--- config.mk ---
export PLATFORM = sky130hd
export DESIGN_NAME = first_fit_block_allocator_top
export DESIGN_NICKNAME = d
export VERILOG_FILES = /design/src/rtl/core/ffba_pkg.sv /design/src/rtl/core/first_fit_block_allocator_top.sv /design/src/rtl/core/ffba_ctrl.sv /design/src/rtl/core/ffba_dpath.sv
export SDC_FILE = /design/constraint.sdc
export NUM_CORES = 2
export LEC_CHECK = 0
export BUFFER_PORTS_ARGS = -buffer_cell sky130_fd_sc_hd__buf_2
export CAP_MARGIN = 0
export CORE_ASPECT_RATIO = 0.5
export CORE_MARGIN = 3
export CORE_UTILIZATION = 45
export DETAILED_ROUTE_END_ITERATION = 8
export SYNTH_ARGS = -nofsm -noshare
export SYNTH_HDL_FRONTEND = slang
export SYNTH_MEMORY_MAX_BITS = 65536
export SYNTH_SLANG_ARGS = --single-unit
--- constraint.sdc ---
create_clock -name clk -period 11.6 [get_ports clk]
set_clock_uncertainty 0.15 [all_clocks]
set_input_delay 2.32 -clock clk [delete_from_list [all_inputs] [get_ports clk]]
set_output_delay 2.32 -clock clk [all_outputs]
set_load 0.02 [all_outputs]
--- src/rtl/core/ffba_pkg.sv ---
package ffba_pkg;

  localparam int unsigned DATA_W    = 32;
  localparam int unsigned CFG_IDX_W = 1;

  localparam logic [CFG_IDX_W-1:0] REG_HEAP_BASE  = 1'd0;
  localparam logic [CFG_IDX_W-1:0] REG_HEAP_LIMIT = 1'd1;

  localparam logic [DATA_W-1:0] HEAP_BASE_RST  = 32'd65536;
  localparam logic [DATA_W-1:0] HEAP_LIMIT_RST = 32'd16842752;

  localparam logic [1:0] FUNC_ALLOC   = 2'd0;
  localparam logic [1:0] FUNC_FREE    = 2'd1;
  localparam logic [1:0] FUNC_REALLOC = 2'd2;

  localparam logic [1:0] ST_OK      = 2'd0;
  localparam logic [1:0] ST_ZERO    = 2'd1;
  localparam logic [1:0] ST_NOSPACE = 2'd2;
  localparam logic [1:0] ST_BADFREE = 2'd3;

  typedef struct packed {
    logic [1:0]        func;
    logic [DATA_W-1:0] size;
    logic [DATA_W-1:0] address;
  } in_data_t;

  typedef struct packed {
    logic [DATA_W-1:0] address_res;
    logic [DATA_W-1:0] copy_bytes;
    logic [1:0]        status;
  } out_data_t;

  typedef enum logic [3:0] {
    S_IDLE,
    S_DECODE,
    S_FIND,
    S_FIND_EVAL,
    S_FIT,
    S_APPEND,
    S_FREE_OLD,
    S_RESP
  } state_t;

  typedef struct packed {
    logic load;
    logic scan;
    logic mode_fit;
    logic set_zero;
    logic set_nospace;
    logic set_badfree;
    logic take;
    logic append;
    logic mark_old_free;
    logic set_copy;
    logic res_addr;
    logic emit;
  } cmd_t;

  typedef struct packed {
    logic [1:0] func;
    logic       size_zero;
    logic       addr_zero;
    logic       hit;
    logic       miss;
    logic       old_free;
    logic       old_fits;
    logic       full;
    logic       fits;
    logic       is_move;
  } sts_t;

endpackage

--- src/rtl/core/first_fit_block_allocator_top.sv ---
// A zero size, a null free or the unused code goes straight from decode to the result beat;
// allocate and free walk the block table, and a reallocate that has to move walks it twice;
// a stalled result holds the block until the earlier result is taken.
// Throughput: one item at a time; the next input beat can be taken in the same cycle as the result is
// offered, and the table walk reads one entry per cycle, so blocks in use set the rate.
// Reset is synchronous and active low; it empties the table, restores both heap
// registers and places the break at the heap base; no clearing pass is needed.
module first_fit_block_allocator_top #(
  parameter int unsigned MAX_BLOCKS   = 64,
  parameter int unsigned HEADER_BYTES = 24
) (
  input  logic                           clk,
  input  logic                           rst_n,
  input  logic                           in_valid,
  output logic                           in_ready,
  input  ffba_pkg::in_data_t             in_data,
  output logic                           out_valid,
  input  logic                           out_ready,
  output ffba_pkg::out_data_t            out_data,
  input  logic                           cfg_we,
  input  logic [ffba_pkg::CFG_IDX_W-1:0] cfg_index,
  input  logic [ffba_pkg::DATA_W-1:0]    cfg_wdata
);
  import ffba_pkg::*;

  cmd_t cmd;
  sts_t sts;

  ffba_ctrl u_ctrl (
    .clk       (clk),
    .rst_n     (rst_n),
    .in_valid  (in_valid),
    .in_ready  (in_ready),
    .out_valid (out_valid),
    .out_ready (out_ready),
    .cmd       (cmd),
    .sts       (sts)
  );

  ffba_dpath #(
    .MAX_BLOCKS   (MAX_BLOCKS),
    .HEADER_BYTES (HEADER_BYTES)
  ) u_dpath (
    .clk       (clk),
    .rst_n     (rst_n),
    .in_data   (in_data),
    .out_data  (out_data),
    .cfg_we    (cfg_we),
    .cfg_index (cfg_index),
    .cfg_wdata (cfg_wdata),
    .cmd       (cmd),
    .sts       (sts)
  );

endmodule

--- src/rtl/core/ffba_ctrl.sv ---
module ffba_ctrl (
  input  logic           clk,
  input  logic           rst_n,
  input  logic           in_valid,
  output logic           in_ready,
  output logic           out_valid,
  input  logic           out_ready,
  output ffba_pkg::cmd_t cmd,
  input  ffba_pkg::sts_t sts
);
  import ffba_pkg::*;

  state_t state_r, state_nxt;
  logic   out_valid_r, out_valid_nxt;

  always_ff @(posedge clk) begin
    if (!rst_n) begin
      state_r     <= S_IDLE;
      out_valid_r <= 1'b0;
    end else begin
      state_r     <= state_nxt;
      out_valid_r <= out_valid_nxt;
    end
  end

  always_comb begin
    state_nxt     = state_r;
    cmd           = '0;
    out_valid_nxt = out_valid_r && !out_ready;
    case (state_r)
      S_IDLE: begin
        if (in_valid) begin
          cmd.load  = 1'b1;
          state_nxt = S_DECODE;
        end
      end
      S_DECODE: begin
        case (sts.func)
          FUNC_ALLOC: begin
            if (sts.size_zero) begin
              cmd.set_zero = 1'b1;
              state_nxt    = S_RESP;
            end else begin
              state_nxt = S_FIT;
            end
          end
          FUNC_FREE: begin
            state_nxt = sts.addr_zero ? S_RESP : S_FIND;
          end
          FUNC_REALLOC: begin
            if (!sts.addr_zero) begin
              state_nxt = S_FIND;
            end else if (sts.size_zero) begin
              cmd.set_zero = 1'b1;
              state_nxt    = S_RESP;
            end else begin
              state_nxt = S_FIT;
            end
          end
          default: begin
            state_nxt = S_RESP;
          end
        endcase
      end
      S_FIND: begin
        cmd.scan = 1'b1;
        if (sts.hit) begin
          state_nxt = S_FIND_EVAL;
        end else if (sts.miss) begin
          cmd.set_badfree = 1'b1;
          state_nxt       = S_RESP;
        end
      end
      S_FIND_EVAL: begin
        if (sts.old_free) begin
          cmd.set_badfree = 1'b1;
          state_nxt       = S_RESP;
        end else if (sts.func == FUNC_FREE) begin
          cmd.mark_old_free = 1'b1;
          state_nxt         = S_RESP;
        end else if (sts.old_fits) begin
          cmd.res_addr = 1'b1;
          state_nxt    = S_RESP;
        end else begin
          state_nxt = S_FIT;
        end
      end
      S_FIT: begin
        cmd.scan     = 1'b1;
        cmd.mode_fit = 1'b1;
        if (sts.hit) begin
          cmd.take  = 1'b1;
          state_nxt = sts.is_move ? S_FREE_OLD : S_RESP;
        end else if (sts.miss) begin
          state_nxt = S_APPEND;
        end
      end
      S_APPEND: begin
        if (sts.full || !sts.fits) begin
          cmd.set_nospace = 1'b1;
          state_nxt       = S_RESP;
        end else begin
          cmd.append = 1'b1;
          state_nxt  = sts.is_move ? S_FREE_OLD : S_RESP;
        end
      end
      S_FREE_OLD: begin
        cmd.mark_old_free = 1'b1;
        cmd.set_copy      = 1'b1;
        state_nxt         = S_RESP;
      end
      S_RESP: begin
        if (!out_valid_r || out_ready) begin
          cmd.emit      = 1'b1;
          out_valid_nxt = 1'b1;
          state_nxt     = S_IDLE;
        end
      end
      default: begin
        state_nxt = S_IDLE;
      end
    endcase
  end

  assign in_ready  = (state_r == S_IDLE);
  assign out_valid = out_valid_r;

endmodule

--- src/rtl/core/ffba_dpath.sv ---
module ffba_dpath #(
  parameter int unsigned MAX_BLOCKS   = 64,
  parameter int unsigned HEADER_BYTES = 24
) (
  input  logic                             clk,
  input  logic                             rst_n,
  input  ffba_pkg::in_data_t               in_data,
  output ffba_pkg::out_data_t              out_data,
  input  logic                             cfg_we,
  input  logic [ffba_pkg::CFG_IDX_W-1:0]   cfg_index,
  input  logic [ffba_pkg::DATA_W-1:0]      cfg_wdata,
  input  ffba_pkg::cmd_t                   cmd,
  output ffba_pkg::sts_t                   sts
);
  import ffba_pkg::*;

  localparam int unsigned IDX_W = $clog2(MAX_BLOCKS);
  localparam int unsigned CNT_W = $clog2(MAX_BLOCKS + 1);
  localparam logic [CNT_W-1:0]  CNT_MAX = CNT_W'(MAX_BLOCKS);
  localparam logic [DATA_W-1:0] HDR     = DATA_W'(HEADER_BYTES);

  logic [DATA_W-1:0] start_mem [MAX_BLOCKS];
  logic [DATA_W-1:0] len_mem   [MAX_BLOCKS];
  logic              free_mem  [MAX_BLOCKS];

  logic [DATA_W-1:0] start_q_r, len_q_r;
  logic              free_q_r;

  logic [1:0]        func_r;
  logic [DATA_W-1:0] size_r, addr_r;
  logic [DATA_W-1:0] base_r, limit_r, break_r;
  logic [CNT_W-1:0]  count_r;
  logic [CNT_W-1:0]  rd_idx_r, rd_idx_nxt;
  logic              chk_valid_r, chk_valid_nxt;
  logic [IDX_W-1:0]  chk_idx_r, chk_idx_nxt;
  logic [IDX_W-1:0]  old_idx_r;
  logic [DATA_W-1:0] old_len_r;
  logic              old_free_r;
  logic [DATA_W-1:0] res_r, copy_r;
  logic [1:0]        st_r;
  out_data_t         out_r;

  logic              hit;
  logic              fit_match, find_match;
  logic [DATA_W+1:0] end_sum;
  logic              wr_en, wr_free;
  logic [IDX_W-1:0]  wr_idx;

  assign find_match = ((start_q_r + HDR) == addr_r);
  assign fit_match  = free_q_r && (len_q_r >= size_r);
  assign hit        = chk_valid_r && (cmd.mode_fit ? fit_match : find_match);
  assign end_sum    = {2'b00, break_r} + {2'b00, HDR} + {2'b00, size_r};

  always_comb begin
    rd_idx_nxt    = '0;
    chk_valid_nxt = 1'b0;
    chk_idx_nxt   = chk_idx_r;
    if (cmd.scan && (rd_idx_r < count_r)) begin
      rd_idx_nxt    = rd_idx_r + CNT_W'(1);
      chk_valid_nxt = 1'b1;
      chk_idx_nxt   = rd_idx_r[IDX_W-1:0];
    end else if (cmd.scan) begin
      rd_idx_nxt = rd_idx_r;
    end
  end

  always_comb begin
    wr_en   = 1'b0;
    wr_free = 1'b0;
    wr_idx  = chk_idx_r;
    if (cmd.take) begin
      wr_en = 1'b1;
    end else if (cmd.mark_old_free) begin
      wr_en   = 1'b1;
      wr_free = 1'b1;
      wr_idx  = old_idx_r;
    end else if (cmd.append) begin
      wr_en  = 1'b1;
      wr_idx = count_r[IDX_W-1:0];
    end
  end

  always_ff @(posedge clk) begin
    if (wr_en) begin
      free_mem[wr_idx] <= wr_free;
    end
    if (cmd.append) begin
      start_mem[count_r[IDX_W-1:0]] <= break_r;
      len_mem[count_r[IDX_W-1:0]]   <= size_r;
    end
    start_q_r <= start_mem[rd_idx_r[IDX_W-1:0]];
    len_q_r   <= len_mem[rd_idx_r[IDX_W-1:0]];
    free_q_r  <= free_mem[rd_idx_r[IDX_W-1:0]];
  end

  always_ff @(posedge clk) begin
    if (!rst_n) begin
      base_r      <= HEAP_BASE_RST;
      limit_r     <= HEAP_LIMIT_RST;
      break_r     <= HEAP_BASE_RST;
      count_r     <= '0;
      rd_idx_r    <= '0;
      chk_valid_r <= 1'b0;
    end else begin
      rd_idx_r    <= rd_idx_nxt;
      chk_valid_r <= chk_valid_nxt;
      if (cfg_we && (cfg_index == REG_HEAP_BASE)) begin
        base_r <= cfg_wdata;
        if (count_r == '0) begin
          break_r <= cfg_wdata;
        end
      end
      if (cfg_we && (cfg_index == REG_HEAP_LIMIT)) begin
        limit_r <= cfg_wdata;
      end
      if (cmd.append) begin
        count_r <= count_r + CNT_W'(1);
        break_r <= end_sum[DATA_W-1:0];
      end
    end
  end

  always_ff @(posedge clk) begin
    chk_idx_r <= chk_idx_nxt;
    if (cmd.load) begin
      func_r <= in_data.func;
      size_r <= in_data.size;
      addr_r <= in_data.address;
      res_r  <= '0;
      copy_r <= '0;
      st_r   <= ST_OK;
    end
    if (cmd.scan && !cmd.mode_fit && hit) begin
      old_idx_r  <= chk_idx_r;
      old_len_r  <= len_q_r;
      old_free_r <= free_q_r;
    end
    if (cmd.set_zero) begin
      st_r <= ST_ZERO;
    end
    if (cmd.set_nospace) begin
      st_r <= ST_NOSPACE;
    end
    if (cmd.set_badfree) begin
      st_r <= ST_BADFREE;
    end
    if (cmd.take) begin
      res_r <= start_q_r + HDR;
    end
    if (cmd.append) begin
      res_r <= break_r + HDR;
    end
    if (cmd.res_addr) begin
      res_r <= addr_r;
    end
    if (cmd.set_copy) begin
      copy_r <= old_len_r;
    end
    if (cmd.emit) begin
      out_r.address_res <= res_r;
      out_r.copy_bytes  <= copy_r;
      out_r.status      <= st_r;
    end
  end

  assign sts.func      = func_r;
  assign sts.size_zero = (size_r == '0);
  assign sts.addr_zero = (addr_r == '0);
  assign sts.hit       = hit;
  assign sts.miss      = !chk_valid_r && (rd_idx_r >= count_r);
  assign sts.old_free  = old_free_r;
  assign sts.old_fits  = (old_len_r >= size_r);
  assign sts.full      = (count_r >= CNT_MAX);
  assign sts.fits      = (end_sum <= {2'b00, limit_r});
  assign sts.is_move   = (func_r == FUNC_REALLOC) && (addr_r != '0);

  assign out_data = out_r;

endmodule
# ---- Word-level counts from Yosys, hierarchy flattened
# Memory sizes are Yosys's and may differ from the RTL's. A register that Yosys moved wholly into a read port is not among the register bits.
# Cells that the tools add are included.
# Widths: inputs -> output; s select.
dict set report word_totals {
  word_cells 157
  output_inout_bits 68
  in_bits 104
  memories 3
  ff_bits 327
  mem_bits_rw 4160
}
dict set report classes {
  n_reduce_logical 33
  mux 72
  magnitude_cmp 6
  bitwise_logic 1
  addsub 6
  eq_ne 15
}
# memory depth word_bits read_ports rd_ports_with_merged_regs wr line
set mem_list {}
lappend mem_list {u_dpath.len_mem 64 32 1 1 1 ffba_dpath.sv:23} ;# logic [DATA_W-1:0] len_mem [MAX_BLOCKS];
lappend mem_list {u_dpath.start_mem 64 32 1 1 1 ffba_dpath.sv:22} ;# logic [DATA_W-1:0] start_mem [MAX_BLOCKS];
lappend mem_list {u_dpath.free_mem 64 1 1 1 1 ffba_dpath.sv:24} ;# logic free_mem [MAX_BLOCKS];
# op n
set op_table {}
lappend op_table {{$mux 32} 8}
lappend op_table {{$add 32x5->32 const B} 2}
lappend op_table {{$ge 32x32->1} 2}
lappend op_table {{$logic_not 32->1} 2}
lappend op_table {{$mux 1} 39}
lappend op_table {{$add 34x32->34} 1}
lappend op_table {{$le 34x32->1} 1}
lappend op_table {{$add 32x5->33 const B} 1}
lappend op_table {{$eq 32x32->1} 1}
lappend op_table {{$mux 4} 8}
lappend op_table {{$pmux 4 s8} 1}
lappend op_table {{$reduce_bool 32->1} 1}
lappend op_table {{$mux 6} 3}
lappend op_table {{$eq 4x3->1 const B} 4}
lappend op_table {{$add 7x1->7 const B} 2}
lappend op_table {{$mux 7} 2}
lappend op_table {{$pmux 4 s3} 1}
lappend op_table {{$logic_and 1x1->1} 10}
lappend op_table {{$mux 2} 5}
lappend op_table {{$eq 4x2->1 const B} 2}
lappend op_table {{$reduce_bool 2->1} 4}
lappend op_table {{$ge 7x7->1} 1}
lappend op_table {{$ge 7x7->1 const B} 1}
lappend op_table {{$logic_not 7->1} 1}
lappend op_table {{other kinds (19)} 30}

# ---- Longest topological paths before layout
dict set report logic_depth {
  word_depth 12
  mapped_depth 30
  mapped_depth_nobuf 27
}

# ---- Modules after synthesis
# A second synthesis with hierarchy kept.
dict set report unflattened {
  hier_cells 7805
  hier_area_um2 177300.0
}
# mod area_per_inst_um2 seq_area_each_um2 cells_each n_inst
set modules_own_cells {}
lappend modules_own_cells {ffba_dpath 176820.8 135079.6 7735 1}
lappend modules_own_cells {ffba_ctrl 479.2 80.1 70 1}

# ---- Least setup slack after synthesis
# OpenSTA, ideal clock, no wires.
dict set report synth_path {
  path_type {reg-to-reg}
  startpoint {register u_dpath.break_r[3]}
  endpoint {memory u_dpath.len_mem[57][0] (enable)}
  period_less_slack_ps 9807
  path_buffers 1
  arrival_time_ps 9171
  setup_slack_ps 1793
  setup_ps 487
  t_required_ps 10963
  stages_incl_launch_ff 26
  cell_sequence {dfxtp_1 inv_1 ha_1 nor3_1 nand4_1 nor2_1 xor2_1 ha_1 and3_1 nand2_1 o31ai_1 a31oi_1 o21ai_0 a21boi_0 xnor2_1 ha_1 a21o_1 a21o_1 a221oi_1 o2111a_1 a211oi_2 nor2_1 o2111ai_1 or3_1 clkbuf_1 nor2_1}
}
dict set report synth_via {
  elab_chain_cells 9
}
# element line
set synth_lines {}
lappend synth_lines {{from (decl)} ffba_dpath.sv:31} ;# logic [DATA_W-1:0] base_r, limit_r, break_r;
lappend synth_lines {{from (signal assigned)} ffba_dpath.sv:110} ;# break_r <= cfg_wdata;
lappend synth_lines {{from (signal assigned)} ffba_dpath.sv:118} ;# break_r <= end_sum[DATA_W-1:0];
lappend synth_lines {{$add 32x5->33} ffba_dpath.sv:52} ;# assign end_sum = {2'b00, break_r} + {2'b00, HDR} + {2'b00, size_r};
lappend synth_lines {{$add 34x32->34} ffba_dpath.sv:52}
lappend synth_lines {{$le 34x32->1} ffba_dpath.sv:174} ;# assign sts.fits = (end_sum <= {2'b00, limit_r});
lappend synth_lines {{$logic_not 1->1} ffba_ctrl.sv:99} ;# if (sts.full || !sts.fits) begin
lappend synth_lines {{$logic_or 1x1->1} ffba_ctrl.sv:99}
lappend synth_lines {{$mux 1} ffba_ctrl.sv:99}
lappend synth_lines {{$mux 1} ffba_ctrl.sv:30} ;# case (state_r)
lappend synth_lines {{$mux 1} ffba_dpath.sv:87} ;# if (cmd.append) begin
lappend synth_lines {{$mux 1 (not written as such)} ffba_dpath.sv:89} ;# len_mem[count_r[IDX_W-1:0]] <= size_r;
lappend synth_lines {{to (decl)} ffba_dpath.sv:23}
# Every way passes these cells.

# ---- Final worst setup path
dict set report layout_path {
  startpoint {register u_dpath.break_r[3]}
  endpoint {memory u_dpath.len_mem[54][7] (enable)}
}
# Same word-level chain as after synthesis.

==> run summary <==
=====================================================================================
Result of the run                                                        complete, no violations
Later-pin clock latency in the skew report                                     950 ps
Netlist area before placement                                              177000 µm²
Library cell occupying the most area in the post-synthesis netlist       sky130_fd_sc_hd__edfxtp_1
Fraction of the yosys area taken by sequential cells                            76.5%
Routed length per instance                                                    35.8 µm
Number of antenna violations at the first check in global routing                  37
Internal                                                                     0.0272 W
Initial standard-cell utilization of the core                                   45.3%
Total number of vias                                                            86200
Critical register-to-register path startpoint                            u_dpath.break_r[3]
Period Utilization, post-route                                                  85.1%
Cell area after placement                                                  186000 µm²
Total clock buffers created by CTS                                                410
Headroom to the max-slew limit                                                  19.0%
Total number of nets in the final design                                         8464
Number of enable flip-flop cells after synthesis                                 4401
Number of ports placed on the die boundary                                        172
Number of global-route vias before repair                                       84400
Pin count of the biggest net entering global routing                              138
Cts-stage hold buffer count                                                         0
Leak                                                                          61.0 nW
HPWL after DPL                                                              297000 µm
Most used cells in the layout excluding fill and tap cells               sky130_fd_sc_hd__edfxtp_1 (4401), sky130_fd_sc_hd__mux4_2 (1365), sky130_fd_sc_hd__clkbuf_16 (419)
H-tree level count                                                                  5
Die footprint                                                              401000 µm²
Tightest Pin Transition                                                       1210 ps
CTS tree                                                                          yes
Resize count post-CTS                                                               0
Root buffer selected by CTS                                              sky130_fd_sc_hd__clkbuf_16
Largest fanout on the critical path                                                69
PwrDens                                                                    178 nW/µm²
Worst Path Required                                                          12020 ps
Power share of the combinational group                                           7.0%
Total of max-cap violations                                                         0
Critical Path Max Stage Delay                                                 1050 ps
Yosys synthesis warning count                                                       0
Share of cells above drive strength 1                                           29.4%
Post-route ant nets                                                                 0
Upper clock frequency limit                                                 0.101 GHz
Final min period                                                              9870 ps
Critical path startpoint category                                            register
Worst hold-check slack                                                         268 ps
Detailed-route wire length                                                  497000 µm
Worst path arrival time                                                      10290 ps
Post-synthesis sequential element count                                          4551
Total count of hold-check failures in the final report                              0
Portion of total power attributed to the clock network                          38.7%
Hold Path Origin                                                         u_dpath.copy_r[25]
Die Height                                                                     449 µm
Count of final setup violators                                                      0
Class of the most critical setup path                                      reg -> reg
Fraction of synthesis flops using an asynchronous set or reset pin                 0%
1st-iter DRT viols                                                              11900
Sinks on Clock Net                                                               4551
Clock-pin slew on the worst setup and hold paths                                70 ps
Final std cell area, no fill                                               200000 µm²
Average via count per standard cell                                              6.22
Setup tns final                                                                  0 ps
Area share of the largest cell type after synthesis                             74.8%
Switching component of the power                                            0.00827 W
Placement row count                                                               162
Top post-synthesis cells by area                                         sky130_fd_sc_hd__edfxtp_1 (75%), sky130_fd_sc_hd__mux4_2 (17%), sky130_fd_sc_hd__dfxtp_1 (1.7%), sky130_fd_sc_hd__ha_1 (0.99%), sky130_fd_sc_hd__clkbuf_1 (0.58%)
Final Wtd Congestion                                                            0.923
Min-delay worst type                                                       reg -> reg
Type of element capturing the critical path                                  register
Most frequent standard cell in the layout excluding fill and tap cells   sky130_fd_sc_hd__edfxtp_1
Max-slew violations                                                                 0
Initial DRT Pass Iterations                                                         5
Top_reg_cell synth                                                       sky130_fd_sc_hd__edfxtp_1
Final global-route overflow total                                                   0
Core Box Area                                                              390000 µm²
Gate count of the mapped netlist                                                 7741
Number of buffers on the longest clock path                                         4
DRC errors left                                                                     0
Critical path origin                                                     u_dpath.break_r[3]
Worst vdd ir                                                                 0.111 mV
Post-Synthesis Mean Instance Area                                            22.8 µm²
Count of cell types in the netlist                                                 78
Number of setup buffers added after CTS                                             0
GR Util All Layers                                                              24.5%
Slowest-stage cell, CP                                                   sky130_fd_sc_hd__nor2_4
Post-synthesis to final-layout area growth                                      13.0%
Global-route wire length before repair                                      692000 µm
Port buffer count                                                                 171
Fraction of power spent switching nets                                          23.3%
Synthesized Nets                                                                 7986
Die W                                                                          892 µm
Share of power burned in registers                                              54.3%
RSZ-0062 raised after global routing                                               no
=====================================================================================
==> stage by stage <==
stage               instances  power [W]  util, %  worst slack [ps]
detailed placement      13100     0.0221     47.7              1960
global placement        13100     0.0220     47.7              1950
global route            13800     0.0365     51.1              1160
CTS                     13800     0.0356     51.1              1870
finish                  13900     0.0354     51.1              1730
floorplan                7741     0.0207        -              1790
==> metal layers <==
metal,routed length (µm),up-vias,global-route usage (%)
li1,-,34000,-
met1,208000,47600,36.3
met2,231000,4040,37.6
met3,40700,599,4.16
met4,17600,8,7.66
met5,42,-,0
==> layout make-up <==
type / count / area, µm²
Timing Repair Buffer: 436 / 3720
Tap cell: 5248 / 6570
Inverter: 101 / 382
Multi-Input combinational cell: 2719 / 40300
Clock inverter: 235 / 2340
Fill cell: 30400 / 191000
Sequential cell: 4551 / 135000
Antenna cell: 57 / 143
Clock buffer: 515 / 11000
==> synthesized netlist by cell type, types with 9 or more instances <==
cell	count
sky130_fd_sc_hd__a211oi_1	38
sky130_fd_sc_hd__a21o_1	32
sky130_fd_sc_hd__a21oi_1	105
sky130_fd_sc_hd__a221o_1	27
sky130_fd_sc_hd__and2_1	9
sky130_fd_sc_hd__and3_1	44
sky130_fd_sc_hd__and4_1	16
sky130_fd_sc_hd__buf_1	87
sky130_fd_sc_hd__buf_2	9
sky130_fd_sc_hd__clkbuf_1	271
sky130_fd_sc_hd__dfxtp_1	150
sky130_fd_sc_hd__edfxtp_1	4401
sky130_fd_sc_hd__ha_1	140
sky130_fd_sc_hd__inv_1	99
sky130_fd_sc_hd__mux2i_1	36
sky130_fd_sc_hd__mux4_2	1365
sky130_fd_sc_hd__nand2_1	160
sky130_fd_sc_hd__nand2b_1	17
sky130_fd_sc_hd__nand3_1	55
sky130_fd_sc_hd__nand3_2	10
sky130_fd_sc_hd__nand4_1	46
sky130_fd_sc_hd__nor2_1	259
sky130_fd_sc_hd__nor2b_1	11
sky130_fd_sc_hd__nor3_1	24
sky130_fd_sc_hd__nor4_1	27
sky130_fd_sc_hd__o211a_1	10
sky130_fd_sc_hd__o211ai_1	12
sky130_fd_sc_hd__o21ai_0	57
sky130_fd_sc_hd__xnor2_1	66
sky130_fd_sc_hd__xor2_1	51
==> registers in the layout (all words and copies together), names as in the netlist <==
signal,cells
u_dpath.count_r,7
u_dpath.old_idx_r,6
u_dpath.len_mem,2048
u_dpath.copy_r,32
u_ctrl.out_valid,1
u_dpath.res_r,32
u_dpath.break_r,32
u_dpath.func_r,2
u_dpath.st_r,2
u_dpath.limit_r,32
u_dpath.size_r,32
u_dpath.old_len_r,32
u_dpath.start_q_r,32
u_dpath.rd_idx_r,7
u_dpath.old_free_r,1
u_dpath.out_data,66
u_dpath.free_mem,64
u_dpath.start_mem,2048
u_dpath.addr_r,32
u_dpath.free_q_r,1
u_dpath.chk_idx_r,6
u_dpath.chk_valid_r,1
u_dpath.len_q_r,32
u_ctrl.state_r,3
==> logic make-up after synthesis <==
kind of cell / after synthesis / synth area share [%]
xor gates and xnor gates: 118 / 0.593
DFF: 4551 / 76.5
muxes: 1405 / 17.6
adders and majority gates: 141 / 1.00
buffers and inverters: 471 / 1.02
AOI/OAI and AO/OA: 352 / 1.37
and+or+nand+nor: 703 / 1.91
==> power by group through the flow <==
stage | Combinational [W] | Clock, W | Sequential (W)
after global placement | 0.00245 | 0 | 0.0196
after global routing | 0.00268 | 0.0146 | 0.0193
final | 0.00248 | 0.0137 | 0.0193
after CTS | 0.00249 | 0.0139 | 0.0192
after floorplan | 0.00104 | 0 | 0.0197
after detailed placement | 0.00249 | 0 | 0.0196
==> worst max-delay path, delay by kind of cell (launching register included) <==
family,cells,cell delay [ps]
DFF,1,310
AOI/OAI and AO/OA,10,2710
adders and majority gates,3,980
xor gates and xnor gates,2,330
buffers and inverters,3,1180
and+or+nand+nor,9,3750
==> path summary, 6_finish.rpt <==
path                                          endpoint  slack, ps  depth (start not counted)
worst max-delay path            u_dpath.len_mem[54][7]       1730                         27
worst min-delay path              u_dpath.out_data[27]        270                          0
worst max register to register  u_dpath.len_mem[54][7]       1730                         27
worst min register to register    u_dpath.out_data[27]        270                          0
Power figures use the tool's default switching activity.
